==> config.mk <==
export PLATFORM = sky130hd
export DESIGN_NAME = srt_front
export DESIGN_NICKNAME = d
export VERILOG_FILES = /design/src/sv/srt_pkg.sv /design/src/sv/srt_front.sv
export SDC_FILE = /design/constraint.sdc
export NUM_CORES = 1
export LEC_CHECK = 0
export BUFFER_PORTS_ARGS = -buffer_cell sky130_fd_sc_hd__buf_2
export CORE_UTILIZATION = 35
export DETAILED_ROUTE_END_ITERATION = 10
export PLACE_DENSITY = 0.82
export SLEW_MARGIN = 20
export SYNTH_ARGS = -nofsm -noshare
export SYNTH_HDL_FRONTEND = slang
export SYNTH_SLANG_ARGS = --single-unit
==> constraint.sdc <==
create_clock -name clk -period 3.9 [get_ports clk]
set_input_delay 0.195 -clock clk [delete_from_list [all_inputs] [get_ports clk]]
set_output_delay 0.195 -clock clk [all_outputs]
set_load 0.02 [all_outputs]
==> src/sv/srt_pkg.sv <==
// ----------------------------------------------------------------------------
// srt_pkg
// Shared constants and types of the integer array sorter.
// ----------------------------------------------------------------------------
package srt_pkg;

  localparam int MAX_ELEMENTS = 64;
  localparam int COUNT_W      = $clog2(MAX_ELEMENTS + 1);
  localparam int DATA_W       = 32;
  localparam int QUEUE_DEPTH  = 4;
  localparam int QPTR_W       = $clog2(QUEUE_DEPTH);
  localparam int QCNT_W       = $clog2(QUEUE_DEPTH + 1);

  typedef struct packed {
    logic [DATA_W-1:0] value;
    logic              last;
    logic              keep;
  } srt_entry_t;

  typedef enum logic [1:0] {
    ST_LOAD = 2'b01,
    ST_EMIT = 2'b10
  } srt_state_t;

endpackage

==> src/sv/srt_front.sv <==
// ----------------------------------------------------------------------------
// srt_front
// Accepts items and marks each one as kept or dropped by the fill of its run.
// ----------------------------------------------------------------------------
module srt_front (
  input  logic                      clk,
  input  logic                      rst,
  input  logic                      push,
  input  logic                      full,
  input  logic signed [31:0]        value,
  input  logic                      last,
  output logic                      wr_en,
  output srt_pkg::srt_entry_t       wr_entry
);

  logic [srt_pkg::COUNT_W-1:0] count;
  logic [srt_pkg::COUNT_W-1:0] count_next;
  logic                        room;

  always_comb begin
    wr_en          = push && !full;
    room           = count < srt_pkg::COUNT_W'(srt_pkg::MAX_ELEMENTS);
    wr_entry.value = value;
    wr_entry.last  = last;
    wr_entry.keep  = room;
    count_next     = count;
    if (wr_en) begin
      if (last) begin
        count_next = '0;
      end else if (room) begin
        count_next = count + 1'b1;
      end
    end
  end

  always_ff @(posedge clk) begin
    if (rst) begin
      count <= '0;
    end else begin
      count <= count_next;
    end
  end

endmodule

==> results.json <==
{
  "outcome": "completed",
  "maxCapViolations": 0,
  "reg2reg_depth": 4,
  "nets": 93,
  "wl_met1_um": 325,
  "p_leak_nw": 0.179,
  "ys.flop_type": "dfxtp_1",
  "rr_startpoint": "count[1]$_SDFFE_PP0P_",
  "hold_ws_ns": 0.190,
  "synthesis.instances": 78,
  "grt_overflow": 0,
  "synth_top_cell_by_area": "buf_4",
  "numPortBuffers": 7,
  "cp-start-kind": "flop",
  "yosysWarnings": 0,
  "highest_layer": "met4",
  "vias_per_cell": 4.85,
  "yosysMostFrequentCell": "buf_4",
  "max_clock_freq_ghz": 0.750,
  "crit_path_max_fanout": 3,
  "setup_viol_count_final": 0,
  "wl_per_cell_um": 11.8,
  "cts_tree": "built",
  "drc_errors": 0,
  "areaGrowthSynthToFinish_pct": -26.4,
  "period_needed_ns": 1.33,
  "routed_wl_um": 933,
  "start_util_pct": 37.7,
  "met3_wirelength_um": 129,
  "grt_max_degree": 10,
  "hold_violations": 0,
  "grt_use_total_pct": 11.6,
  "netlist_top_cells_count": "34 x buf_4, 7 x dfxtp_1, 4 x inv_1, 4 x nand3b_1",
  "crit_type": "flop to flop",
  "async_flop_share_pct": 0,
  "tightest_slew_ns": 0.454,
  "critPathArrivalTime_ns": 1.52,
  "die-width_um": 45.4,
  "irDropWorstVdd_mv": 0.130,
  "finalCritPeriodShare_pct": 34.2,
  "synth_edf_count": 0,
  "clkLatencyLatePin_ns": 0.25,
  "whs_path_depth": 2,
  "tns_ns": 0,
  "synth_area_per_cell_um2": 8.44,
  "required_ns": 4.08,
  "coreArea_um2": 1750,
  "cts-htree-levels": 1,
  "finalMaxSlewViolations": 0,
  "clk_root_buffer_cell": "clkbuf_4",
  "ff2ff_setup_slack_ns": 2.57,
  "pin_count": 72,
  "relSlewSlack_pct": 69.6,
  "dieArea_um2": 2060,
  "syn_nets": 116,
  "antenna_found_initial": 0,
  "clock_path_buffers": 2,
  "postCtsSetupRepairBufs": 0,
  "ys_types": 23,
  "wl_met2_um": 419,
  "clock_sinks": 7,
  "setup.worst_path.end": "count[2]$_SDFFE_PP0P_",
  "hold_buffers": 0,
  "cts.repair.resized": 0,
  "drt_iter0_markers": 7,
  "grt_pass1_wl_mm": 1.57,
  "cp-end-kind": "flop",
  "antenna_cells": 0,
  "largest_reg_flops": 7,
  "hpwl_um": 722,
  "dr.pass1.iters": 4,
  "finClkSkew_ns": 0.00340,
  "synth_seq_cells": 7,
  "vias": 383,
  "synth_top_area_share_pct": 38.8,
  "reg.largest.list": "count: 7 flops",
  "synth-seq-area-share_pct": 21.3,
  "rows": 15,
  "numCtsBuffers": 3,
  "powerDensity_nw_per_um2": 319,
  "critPathLaunch": "count[1]$_SDFFE_PP0P_",
  "grt_pass1_vias": 374,
  "place_congestion": 0.759,
  "synth_area_leaders": "buf_4 39%, dfxtp_1 21%, mux2i_1 4.6%",
  "layout-drive-gt1-share_pct": 24.1,
  "ant_nets": 0,
  "hold_path.class": "primary input to flop",
  "die-height_um": 45.4,
  "syn-cell-area_um2": 658,
  "clk_pin_slew_ns": 0.06,
  "r2r-end": "count[2]$_SDFFE_PP0P_",
  "top_register": "count",
  "rsz0062_at_grt": "no"
}
power by group:
group          internal (W)  total (W)  leakage (nW)  switching [W]
clock             0.0000392  0.0000677        0.0150      0.0000286
sequential        0.0000721  0.0000726        0.0565    0.000000480
combinational    0.00000611  0.0000141         0.108     0.00000802
total              0.000117   0.000154         0.179      0.0000371
cell usage in the layout (no fill, tap or decap), types with 2 or more instances in the layout:
cell type / count
or4_1: 2
nand2_1: 2
nor4_1: 2
mux2i_1: 3
or3b_1: 3
inv_1: 4
a21oi_1: 3
dfxtp_1: 7
o21ai_0: 2
buf_2: 7
nand3b_1: 4
clkbuf_4: 3
per-stage QoR:
step	worst slack (ns)	std cells	instance area, um^2	total power, W	utilization (%)
after CTS	2.58	79	484	0.000156	27.7
after floorplan	2.67	78	658	0.000132	-
after detailed placement	2.60	75	458	0.0000883	26.2
final	2.57	79	484	0.000154	27.7
after global routing	2.49	79	484	0.000164	27.7
after global placement	2.65	75	458	0.0000879	26.2
final cells by class:
cell class                 count  area, um^2
fill                         190        1260
multi-input combinational     31         233
sequential                     7         140
timing repair buffer           7        35.0
tap                           25        31.3
clock buffer                   4        26.3
inverter                       5        18.8
kinds of logic (layout without fill, tap and decap cells):
logic type | count (synthesis) | in the layout | share of synthesized area, %
and+or+nand+nor | 20 | 20 | 22.6
muxes | 3 | 3 | 4.56
buffers and inverters | 40 | 16 | 43.3
adders and majority gates | 1 | 1 | 1.90
AOI/OAI and AO/OA | 7 | 7 | 6.27
DFF | 7 | 7 | 21.3
how the worst min path moves through the flow:
stage / endpoint / startpoint
floorplan: count[0]$_SDFFE_PP0P_ / rst
global placement: wr_entry[13] / value[11]
detailed placement: wr_entry[13] / value[11]
CTS: count[0]$_SDFFE_PP0P_ / rst
global route: count[0]$_SDFFE_PP0P_ / rst
finish: count[0]$_SDFFE_PP0P_ / rst
metal layers:
layer / vias up / GRT usage [%]
li1: 180 / -
met1: 159 / 11.6
met2: 30 / 15.4
met3: 14 / 6.00
met4: 0 / 14.5
met5: - / 0
critical path, cell delays in order, from the launching register on:
cell and delay, ns:
dfxtp_1 0.36, ha_1 0.18, inv_1 0.06, or4_1 0.50, a21oi_1 0.15
(Power assumes the default switching activity.)
