--- src/sv/srt_pkg.sv ---
// ----------------------------------------------------------------------------
// srt_pkg
// Shared constants and types of the integer array sorter.
// ----------------------------------------------------------------------------
package srt_pkg;

  localparam int MAX_ELEMENTS = 64;
  localparam int COUNT_W      = $clog2(MAX_ELEMENTS + 1);
  localparam int DATA_W       = 32;
  localparam int QUEUE_DEPTH  = 4;
  localparam int QPTR_W       = $clog2(QUEUE_DEPTH);
  localparam int QCNT_W       = $clog2(QUEUE_DEPTH + 1);

  typedef struct packed {
    logic [DATA_W-1:0] value;
    logic              last;
    logic              keep;
  } srt_entry_t;

  typedef enum logic [1:0] {
    ST_LOAD = 2'b01,
    ST_EMIT = 2'b10
  } srt_state_t;

endpackage

--- src/sv/srt_queue.sv ---
// ----------------------------------------------------------------------------
// srt_queue
// Short queue of classified items between the front and the sorting cells.
// ----------------------------------------------------------------------------
module srt_queue (
  input  logic                clk,
  input  logic                rst,
  input  logic                wr_en,
  input  srt_pkg::srt_entry_t wr_entry,
  output logic                full,
  input  logic                rd_en,
  output logic                rd_valid,
  output srt_pkg::srt_entry_t rd_entry
);

  srt_pkg::srt_entry_t        slots [srt_pkg::QUEUE_DEPTH];
  logic [srt_pkg::QPTR_W-1:0] wr_ptr;
  logic [srt_pkg::QPTR_W-1:0] rd_ptr;
  logic [srt_pkg::QCNT_W-1:0] fill;

  assign full     = fill == srt_pkg::QCNT_W'(srt_pkg::QUEUE_DEPTH);
  assign rd_valid = fill != '0;
  assign rd_entry = slots[rd_ptr];

  always_ff @(posedge clk) begin
    if (wr_en) begin
      slots[wr_ptr] <= wr_entry;
    end
  end

  always_ff @(posedge clk) begin
    if (rst) begin
      wr_ptr <= '0;
      rd_ptr <= '0;
      fill   <= '0;
    end else begin
      if (wr_en) begin
        wr_ptr <= wr_ptr + 1'b1;
      end
      if (rd_en) begin
        rd_ptr <= rd_ptr + 1'b1;
      end
      if (wr_en && !rd_en) begin
        fill <= fill + 1'b1;
      end else if (rd_en && !wr_en) begin
        fill <= fill - 1'b1;
      end
    end
  end

endmodule

--- config.mk ---
export PLATFORM = sky130hd
export DESIGN_NAME = srt_queue
export DESIGN_NICKNAME = d
export VERILOG_FILES = /design/src/sv/srt_pkg.sv /design/src/sv/srt_queue.sv
export SDC_FILE = /design/constraint.sdc
export NUM_CORES = 1
export LEC_CHECK = 0
export BUFFER_PORTS_ARGS = -buffer_cell sky130_fd_sc_hd__buf_2
export CORE_ASPECT_RATIO = 1.5
export CORE_MARGIN = 5
export CORE_UTILIZATION = 61
export DETAILED_ROUTE_END_ITERATION = 8
export PLACE_DENSITY = 0.86
export SLEW_MARGIN = 5
export SYNTH_ARGS = -nofsm -noshare
export SYNTH_HDL_FRONTEND = slang
export SYNTH_SLANG_ARGS = --single-unit
--- constraint.sdc ---
create_clock -name clk -period 2.95 [get_ports clk]
set_input_delay 0 -clock clk [delete_from_list [all_inputs] [get_ports clk]]
set_output_delay 0 -clock clk [all_outputs]
set_load 0.1 [all_outputs]
==> results.json <==
{
  "outcome": "finished clean",
  "initial_core_util_pct": 61.7,
  "worstPathArrival_ps": 2250,
  "place.gp.congestion": 0.745,
  "post-place-ws_ps": 1070,
  "crit_end": "rd_entry[29]",
  "criticalPathCategory": "reg2out",
  "synthCells": 222,
  "min_path_type": "in2reg",
  "die-area_mm2": 0.0108,
  "hold_start": "wr_entry[3]",
  "required_ps": 2950,
  "fp.coreArea_mm2": 0.00872,
  "cp-start-kind": "flip-flop",
  "syn_to_final_growth_pct": 26.5,
  "syn_avg_cell_area_um2": 24.3,
  "ys_async_sr_fraction_pct": 0,
  "p_comb_share_pct": 17.6,
  "netSwitchingPower_mw": 1.57,
  "final_cells": 466,
  "synth_area_mm2": 0.00539,
  "drtAntennaViolNets": 0,
  "finalSetupTns_ps": 0,
  "intPower_mw": 4.08,
  "path_buf_inv": 2,
  "yosys_register_bits": 145,
  "die_h_um": 125,
  "cts_buffers": 17,
  "cts_setup_buffers": 0,
  "sw_frac_of_total_pct": 27.8,
  "grt_max_degree": 35,
  "max_freq_ghz": 0.445,
  "drive_above_1_share_pct": 38.5,
  "vias": 2654,
  "cp_max_fo": 20,
  "syn_nets": 266,
  "drc": 0,
  "synth_warnings": 0,
  "insertion_delay_ps": 400,
  "synth_top_area_share_pct": 75.8,
  "cts_sinks": 145,
  "cp_num_cells": 3,
  "n_antenna_cell": 0,
  "h-tree-depth": 4,
  "overflow": 0,
  "min_period_ps": 2250,
  "synth.most_common_cell": "edfxtp_1",
  "drv_cap": 0,
  "yosysSeqAreaShare_pct": 79.2,
  "hold_violations": 0,
  "slew_violations": 0,
  "vdd_drop_max_mv": 0.502,
  "vias_per_cell": 5.70,
  "nFillCells": 466,
  "clkSlewWorstSetupHoldPaths_ps": 60,
  "setup_ws_ps": 704,
  "fin_skew_ps": 4.85,
  "worst_pin_slew_ps": 923,
  "grt_usage_pct": 20.1,
  "place_hpwl_mm": 5.51,
  "cts_root_buf": "clkbuf_16",
  "yosysTopAreaCell": "edfxtp_1",
  "rsz0062_at_grt": "false",
  "synth_edf_count": 136,
  "max_slew_margin_pct": 38.5,
  "cts_tree": "built",
  "r2r_setup_slack_ps": 1190,
  "cts.path.max_buffers": 2,
  "drtIter0Drc": 171,
  "clock_power_share_pct": 39.5,
  "r2r_cells": 3,
  "crit_slowest_cell": "dfxtp_2",
  "multi_input_area_mm2": 0.00102,
  "post-route-period-util_pct": 76.1,
  "setup_viol": 0,
  "critPathTopFamily": "flip-flops",
  "rows": 42,
  "r2r-start": "wr_ptr[0]",
  "die_w_um": 86.7,
  "grt_pass1_wl_mm": 15.6,
  "critical-path-max-stage-delay_ps": 680,
  "regArea_mm2": 0.00427,
  "wl_per_cell_um": 21.3,
  "antenna_found_initial": 0,
  "grt_pass1_vias": 2837,
  "ios": 74,
  "synth.distinct_cells": 21,
  "ys.flop_type": "edfxtp_1",
  "dpl.cell_count": 397,
  "endpoint_kind": "output port",
  "power_density_mw_per_mm2": 828,
  "ys_top_cells_by_count": "edfxtp_1, mux4_2, dfxtp_1, nor2_1, ha_1",
  "synth_area_leaders": "edfxtp_1, mux4_2, dfxtp_1, mux4_1, ha_1",
  "p_leak_nw": 2.41,
  "routed_wl_mm": 9.91,
  "firstDrtPassIters": 4,
  "crit_chain": "buf_12, mux4_1, buf_2",
  "io_buffers": 73,
  "final_nets": 387,
  "timing.rr.end": "slots[0][24]",
  "seqPwrFrac_pct": 42.9
}
flip-flops by register name, indices dropped and copies added (netlist names), named ones only:
name,count
fill,3
rd_ptr,2
slots,136
wr_ptr,2
cell families (layout without fill, tap and decap cells):
| logic type | count (synthesis) | after routing | synth area share [%] |
|---|---|---|---|
| muxes | 36 | 36 | 14.9 |
| AOI/OAI and AO/OA | 2 | 2 | 0.186 |
| DFF | 145 | 145 | 79.2 |
| xor gates and xnor gates | 5 | 5 | 0.813 |
| adders and majority gates | 6 | 6 | 1.53 |
| and+or+nand+nor | 15 | 15 | 1.39 |
| buffers and inverters | 13 | 147 | 2.02 |
layout by cell type (no fill, tap or decap), drive strengths merged, types with 3 or more instances in the layout:
| cell | count |
|---|---|
| buf | 74 |
| dlygate4sd3 | 37 |
| xor2 | 3 |
| mux4 | 34 |
| inv | 4 |
| clkbuf | 17 |
| dfxtp | 9 |
| ha | 5 |
| and2 | 4 |
| bufinv | 5 |
| nor2 | 7 |
| edfxtp | 136 |
| clkinv | 9 |
area by class of cell:
class / instances / share of cell area, %
inverters: 4 / 0.220
repair buffers: 111 / 11.1
flip-flops and latches: 145 / 62.6
clock buffers: 17 / 6.24
clock inverters: 15 / 2.88
multi-input cells: 64 / 14.9
well taps: 110 / 2.02
per-stage QoR:
step | hold WS, ps | total power, mW | util, % | instance area, µm²
final | 346 | 5.64 | 78.1 | 6810
after CTS | 325 | 5.68 | 78.1 | 6810
after detailed placement | 216 | 3.42 | 66.7 | 5820
after floorplan | 98.9 | 3.26 | - | 5390
after global placement | 210 | 3.40 | 66.7 | 5820
after global routing | 349 | 5.83 | 78.1 | 6810
power by group through the flow:
stage	sequential, mW	combinational [mW]	clock (mW)
after floorplan	2.43	0.839	0
after CTS	2.43	0.998	2.26
after detailed placement	2.47	0.953	0
after global routing	2.44	1.03	2.37
after global placement	2.46	0.942	0
final	2.42	0.991	2.23
what timing repair did:
item,CTS,global route
hold buffers,37,0
endpoints found under the hold margin,145,0
gates resized for setup,0,0
how the worst min path moves through the flow:
stage	slack, ps	depth (start not counted)	endpoint
4_1_cts	330	2	slots[0][7]
3_5_place_dp	220	1	slots[0][7]
3_3_place_gp	210	1	slots[1][14]
6_report	350	2	slots[1][3]
5_1_grt	350	2	slots[0][7]
2_1_floorplan	100	0	slots[0][0]
routing by layer:
metal | vias to the layer above | wire, µm | global-route usage [%] | part of all wire, %
li1 | 1165 | - | - | -
met5 | - | 0 | 0 | 0
met3 | 17 | 512 | 4.48 | 5.2
met4 | 0 | 223 | 9.27 | 2.3
met1 | 1375 | 3600 | 23.8 | 36
met2 | 97 | 5570 | 34.6 | 56
No activity file was read; power rests on OpenSTA's default activity.
